## src/rtl/core/wcts_pkg.sv

```systemverilog
`timescale 1ns / 1ps
// ----------------------------------------------------------------------------
// wcts_pkg
// Shared constants, register indexes and the control/status bundles of the
// windowed cycle time sensor core.
// ----------------------------------------------------------------------------
package wcts_pkg;

    localparam int TIME_BITS_DEF  = 48;
    localparam int SCALE_BITS     = 32;
    localparam int FRAC_BITS      = 17;
    localparam int FRAC_STEPS     = 16;
    localparam int CFG_INDEX_BITS = 3;

    localparam logic [FRAC_BITS-1:0] FRAC_ONE = 17'h10000;

    localparam logic [CFG_INDEX_BITS-1:0] REG_ENABLE       = 3'd0;
    localparam logic [CFG_INDEX_BITS-1:0] REG_RUN_FORWARD  = 3'd1;
    localparam logic [CFG_INDEX_BITS-1:0] REG_START_TIME   = 3'd2;
    localparam logic [CFG_INDEX_BITS-1:0] REG_STOP_TIME    = 3'd3;
    localparam logic [CFG_INDEX_BITS-1:0] REG_CYCLE_LENGTH = 3'd4;
    localparam logic [CFG_INDEX_BITS-1:0] REG_TIME_SCALE   = 3'd5;

    localparam logic [SCALE_BITS-1:0] TIME_SCALE_RST   = 32'h0001_0000;
    localparam int                    CYCLE_LENGTH_RST = 65536;

    typedef struct packed {
        logic load;
        logic eval;
        logic mul_lo;
        logic mul_hi;
        logic round;
        logic sum;
        logic mod_step;
        logic fixup;
        logic frac_step;
        logic emit;
    } cmd_t;

    typedef struct packed {
        logic adv;
        logic out_free;
    } status_t;

endpackage

```

## src/rtl/core/wcts_ctrl.sv

```systemverilog
`timescale 1ns / 1ps
// ----------------------------------------------------------------------------
// wcts_ctrl
// Sequencer: evaluates each accepted frame word and, if it advances the phase,
// steps the datapath through multiply, round, sum, modulo, fixup and fraction.
// ----------------------------------------------------------------------------
module wcts_ctrl #(
    parameter int TIME_BITS = wcts_pkg::TIME_BITS_DEF
) (
    input  logic             clk,
    input  logic             rst_n,
    input  logic             frame_valid,
    output logic             frame_stall,
    input  wcts_pkg::status_t status,
    output wcts_pkg::cmd_t    cmd
);

    localparam int Y_W   = TIME_BITS + 17;
    localparam int CNT_W = $clog2(Y_W);

    typedef enum logic [9:0] {
        S_IDLE   = 10'b00_0000_0001,
        S_EVAL   = 10'b00_0000_0010,
        S_MUL_LO = 10'b00_0000_0100,
        S_MUL_HI = 10'b00_0000_1000,
        S_ROUND  = 10'b00_0001_0000,
        S_SUM    = 10'b00_0010_0000,
        S_MOD    = 10'b00_0100_0000,
        S_FIXUP  = 10'b00_1000_0000,
        S_FRAC   = 10'b01_0000_0000,
        S_FINISH = 10'b10_0000_0000
    } state_t;

    state_t           state_reg, state_next;
    logic [CNT_W-1:0] cnt_reg, cnt_next;

    always_ff @(posedge clk or negedge rst_n)
    begin
        if (!rst_n)
        begin
            state_reg <= S_IDLE;
            cnt_reg   <= '0;
        end
        else
        begin
            state_reg <= state_next;
            cnt_reg   <= cnt_next;
        end
    end

    assign frame_stall = (state_reg != S_IDLE);

    always_comb
    begin
        state_next = state_reg;
        cnt_next   = cnt_reg;
        cmd        = '0;
        case (state_reg)
            S_IDLE:
            begin
                if (frame_valid)
                begin
                    cmd.load   = 1'b1;
                    state_next = S_EVAL;
                end
            end
            S_EVAL:
            begin
                cmd.eval   = 1'b1;
                state_next = status.adv ? S_MUL_LO : S_FINISH;
            end
            S_MUL_LO:
            begin
                cmd.mul_lo = 1'b1;
                state_next = S_MUL_HI;
            end
            S_MUL_HI:
            begin
                cmd.mul_hi = 1'b1;
                state_next = S_ROUND;
            end
            S_ROUND:
            begin
                cmd.round  = 1'b1;
                state_next = S_SUM;
            end
            S_SUM:
            begin
                cmd.sum    = 1'b1;
                cnt_next   = CNT_W'(Y_W - 1);
                state_next = S_MOD;
            end
            S_MOD:
            begin
                cmd.mod_step = 1'b1;
                if (cnt_reg == '0)
                begin
                    state_next = S_FIXUP;
                end
                else
                begin
                    cnt_next = cnt_reg - 1'b1;
                end
            end
            S_FIXUP:
            begin
                cmd.fixup  = 1'b1;
                cnt_next   = CNT_W'(wcts_pkg::FRAC_STEPS - 1);
                state_next = S_FRAC;
            end
            S_FRAC:
            begin
                cmd.frac_step = 1'b1;
                if (cnt_reg == '0)
                begin
                    state_next = S_FINISH;
                end
                else
                begin
                    cnt_next = cnt_reg - 1'b1;
                end
            end
            S_FINISH:
            begin
                if (status.out_free)
                begin
                    cmd.emit   = 1'b1;
                    state_next = S_IDLE;
                end
            end
            default:
            begin
                state_next = S_IDLE;
            end
        endcase
    end

endmodule

```

## config.mk

```make
export PLATFORM = sky130hd
export DESIGN_NAME = wcts_ctrl
export DESIGN_NICKNAME = d
export VERILOG_FILES = /design/src/rtl/core/wcts_pkg.sv /design/src/rtl/core/wcts_ctrl.sv
export SDC_FILE = /design/constraint.sdc
export NUM_CORES = 1
export LEC_CHECK = 0
export ABC_AREA = 0
export BUFFER_PORTS_ARGS = -buffer_cell sky130_fd_sc_hd__buf_2
export CAP_MARGIN = 20
export CORE_ASPECT_RATIO = 0.8
export CORE_UTILIZATION = 45
export DETAILED_ROUTE_END_ITERATION = 6
export GPL_TIMING_DRIVEN = 0
export PLACE_DENSITY = 0.63
export SLEW_MARGIN = 25
export SYNTH_ARGS = -nofsm -noshare
export SYNTH_HDL_FRONTEND = slang
export SYNTH_SLANG_ARGS = --single-unit
```

## constraint.sdc

```tcl
create_clock -name clk -period 1.7 [get_ports clk]
set_input_delay 0.17 -clock clk [delete_from_list [all_inputs] [get_ports clk]]
set_output_delay 0.17 -clock clk [all_outputs]
set_load 0.05 [all_outputs]
```

==> flow_summary_export.csv <==
group,metric,value,unit
status,status,"finished, violations left",
status,violations,"setup timing",
critical_path,r2r.worst_path.cells,6,
finish,largest_reg_flops,10,
finish,nets,203,
placed_design,port_buffers,15,
global_routing,grt_pass1_wl,6530,um
floorplanning,core,0.00252,mm^2
critical_path,critPathMaxStageDelay,0.45,ns
route,dr.pass1.iters,4,
synthesis,synth.ff_latch_count,17,
worst_hold_path,hold_end,"state_reg[2]",
clock_network,cts_made_buffers,3,
route,vias,1334,
critical_path,cpMostUsedCell,"buf_6",
synthesis,synthTopCellsByArea,"dfrtp_1 33%, nor2_1 4.0%, nor4_4 3.5%, o21ai_0 2.4%, nor3b_1 2.4%",
floorplanning,initial_core_util,48.7,%
synthesis,syn_area,0.00123,mm^2
critical_path,crit_path_cell_trace,"nor4_4, buf_6, nand2_2, or4_4, nor2_4, buf_6",
critical_path,crit_slowest_cell,"dfrtp_2",
floorplanning,core.rowCount,16,
critical_path,path_class,"register to output port",
timing,fin_skew,0.00105,ns
power_and_ir_drop,total_power,2.15,mW
clock_network,cts_tree,"done",
floorplanning,chipWidth,60.4,um
finish,syn_to_final_growth,70.2,%
clock_network,clock-root-buffer,"clkbuf_4",
critical_path,end_kind,"output port",
route,wl,4140,um
synthesis,synth_edf_count,0,
synthesis,seq_area_frac_synth,34.7,%
global_routing,grt_pass1_vias,1352,
global_routing,grt_usage,29.9,%
route,wl_per_cell,17.9,um
synthesis,ys_warn_count,0,
route,postRouteAntennaNets,0,
timing,tightest_slew,0.412,ns
critical_path,path_max_fanout,3,
critical_path,worstReg2RegStart,"cnt_reg[1]",
timing,drv_slew,0,
route,drt_iter0_drc,52,
finish,layout-drive-gt1-share,62.1,%
clock_network,clock_latency,0.31,ns
route,drc,0,
synthesis,yosysUniqueCellTypes,57,
power_and_ir_drop,p_leak,0.931,nW
critical_path,rrSetupSlack,-0.16,ns
worst_hold_path,min_from,"status[1]",
floorplanning,boundaryPins,16,
timing,slew_headroom,72.5,%
clock_network,numClockSinks,17,
synthesis,synth_nets,141,
floorplanning,die_h,48.7,um
worst_hold_path,min_path_type,"input pin to register",
global_routing,grt-ovfl-total,0,
power_and_ir_drop,ir_worst_vdd,0.000958,V
critical_path,critPathLaunchType,"register",
timing,fin_ws,-0.443,ns
synthesis,synth_area_leader_cell,"dfrtp_1",
power_and_ir_drop,powerDensity,1030,mW/mm^2
route,via_per_inst,5.77,
critical_path,r2r_end,"cnt_reg[0]",
timing,fmax,467,MHz
synthesis,yosys.area.top_type_share,32.6,%
clock_network,htree_levels,1,
finish,antenna_cells,0,
run,cap_violations,0,
global_routing,antenna_found_initial,0,
floorplanning,die_area,0.00294,mm^2
synthesis,synthArstFlopShare,100,%
placed_design,gp_congestion,0.807,
critical_path,cp.arrival,1.97,ns
global_routing,grt_max_degree,18,
synthesis,synthCells,134,
timing,setup_violations,21,
synthesis,avgSynthCellArea,9.17,um^2
synthesis,synth_flop_cell,"dfrtp_1",
critical_path,required,1.53,ns
clock_network,clock_tree.buffer_depth,2,
worst_hold_path,hold_path_depth,2,
timing,hold_viol_final,0,
timing,rsz0062_at_grt,"yes",
clock_network,clk_pin_slew,0.10,ns
placed_design,hpwl,2150,um
critical_path,cpLargestDelayFamily,"simple AND/OR/NAND/NOR gates",
timing,min_period,2.14,ns
finish,utilization,82.9,%
critical_path,path_buf_inv,2,
timing,fin_crit_sh,126,%
==> power by group <==
group	switching (mW)	internal [mW]	total, mW
Sequential	0.0586	0.454	0.513
Combinational	0.703	0.701	1.40
Clock	0.144	0.0919	0.236
==> layout by cell type, fill, tap and decap left out, drive strengths merged, types with 2 or more instances in the layout <==
| cell | Yosys | routed |
|---|---|---|
| dfrtp | 16 | 16 |
| a211oi | 3 | 3 |
| and2 | 2 | 2 |
| nand4b | 2 | 2 |
| nand2b | 4 | 4 |
| nand3 | 3 | 3 |
| or2 | 3 | 3 |
| o21ai | 7 | 7 |
| nand4 | 3 | 3 |
| nor4 | 7 | 7 |
| o2bb2ai | 2 | 2 |
| mux2 | 2 | 2 |
| nand2 | 6 | 6 |
| clkbuf | 2 | 4 |
| inv | 7 | 7 |
| xor2 | 4 | 4 |
| nor3 | 5 | 5 |
| and3 | 2 | 2 |
| buf | 6 | 64 |
| o21a | 2 | 2 |
| or4 | 2 | 2 |
| ha | 2 | 2 |
| nor3b | 4 | 4 |
| or3 | 4 | 4 |
| nor2 | 14 | 14 |
==> layer usage <==
metal	up-vias	part of all wire (%)	GRT usage [%]
met4	0	2.9	6.06
met2	54	47	46.5
li1	613	-	-
met5	-	0	0
met3	13	6.8	8.02
met1	654	44	41.5
==> stage by stage <==
| stage | TNS (ns) | hold slack [ns] | cell area (um^2) | setup slack (ns) | instances |
|---|---|---|---|---|---|
| 3_5_place_dp | -2.50 | 0.126 | 1420 | -0.322 | 185 |
| 4_1_cts | -4.38 | 0.0769 | 2020 | -0.424 | 228 |
| 2_1_floorplan | -0.737 | -0.126 | 1300 | -0.255 | 134 |
| 6_report | -4.66 | 0.0732 | 2090 | -0.443 | 231 |
| 5_1_grt | -6.51 | 0.0672 | 2090 | -0.535 | 231 |
| 3_3_place_gp | -1.95 | 0.116 | 1420 | -0.290 | 185 |
==> cells by family after synthesis <==
logic type,share of synthesized area (%)
AOI/OAI and AO/OA,15.6
xor gates and xnor gates,3.46
adders and majority gates,2.04
buffers and inverters,6.21
DFF,34.7
muxes,2.65
and+or+nand+nor,35.3
==> worst reg2reg max path, cell delays in order, from the launching register on <==
cell and delay [ns]:
dfrtp_1 0.40, inv_2 0.08, ha_4 0.12, or3b_4 0.38, o211a_4 0.25, o21ai_4 0.20
mux2_4 0.32
==> repair_timing <==
item | CTS | global route
resized for setup | 73 | 17
pin swaps | 19 | 14
buffers inserted | 40 | 10
endpoints found under the setup margin | 21 | 22
hold endpoints to repair | 16 | 0
hold buffers | 1 | 0
==> cell type report <==
| class | instances | area (um^2) |
|---|---|---|
| buffer | 6 | 48.8 |
| clock buffer | 4 | 26.3 |
| fill | 153 | 432 |
| inverter | 8 | 31.3 |
| multi-input combinational | 101 | 972 |
| sequential | 17 | 433 |
| tap | 36 | 45.0 |
| timing repair buffer | 59 | 534 |
==> synth_stat cells (2+ instances only) <==
| cell type | instances |
|---|---|
| a211oi_1 | 2 |
| and2_1 | 2 |
| and3_1 | 2 |
| buf_2 | 4 |
| clkbuf_1 | 2 |
| dfrtp_1 | 16 |
| ha_1 | 2 |
| inv_1 | 7 |
| mux2_1 | 2 |
| nand2_1 | 5 |
| nand2b_1 | 4 |
| nand3_2 | 2 |
| nand4_1 | 3 |
| nand4b_1 | 2 |
| nor2_1 | 13 |
| nor3_1 | 5 |
| nor3b_1 | 4 |
| nor4_1 | 3 |
| nor4_2 | 2 |
| nor4_4 | 2 |
| o21a_1 | 2 |
| o21ai_0 | 6 |
| o2bb2ai_1 | 2 |
| or2_1 | 2 |
| or3_1 | 4 |
| xor2_1 | 3 |
==> worst max-delay path by stage <==
stage,start,depth (start not counted),end
after floorplan,state_reg[4],5,cmd[9]
after global placement,state_reg[9],7,cmd[9]
after detailed placement,state_reg[9],7,cmd[9]
after CTS,state_reg[4],6,cmd[9]
after global routing,state_reg[4],6,cmd[9]
final,state_reg[4],6,cmd[9]
Power figures use the tool's default switching activity.
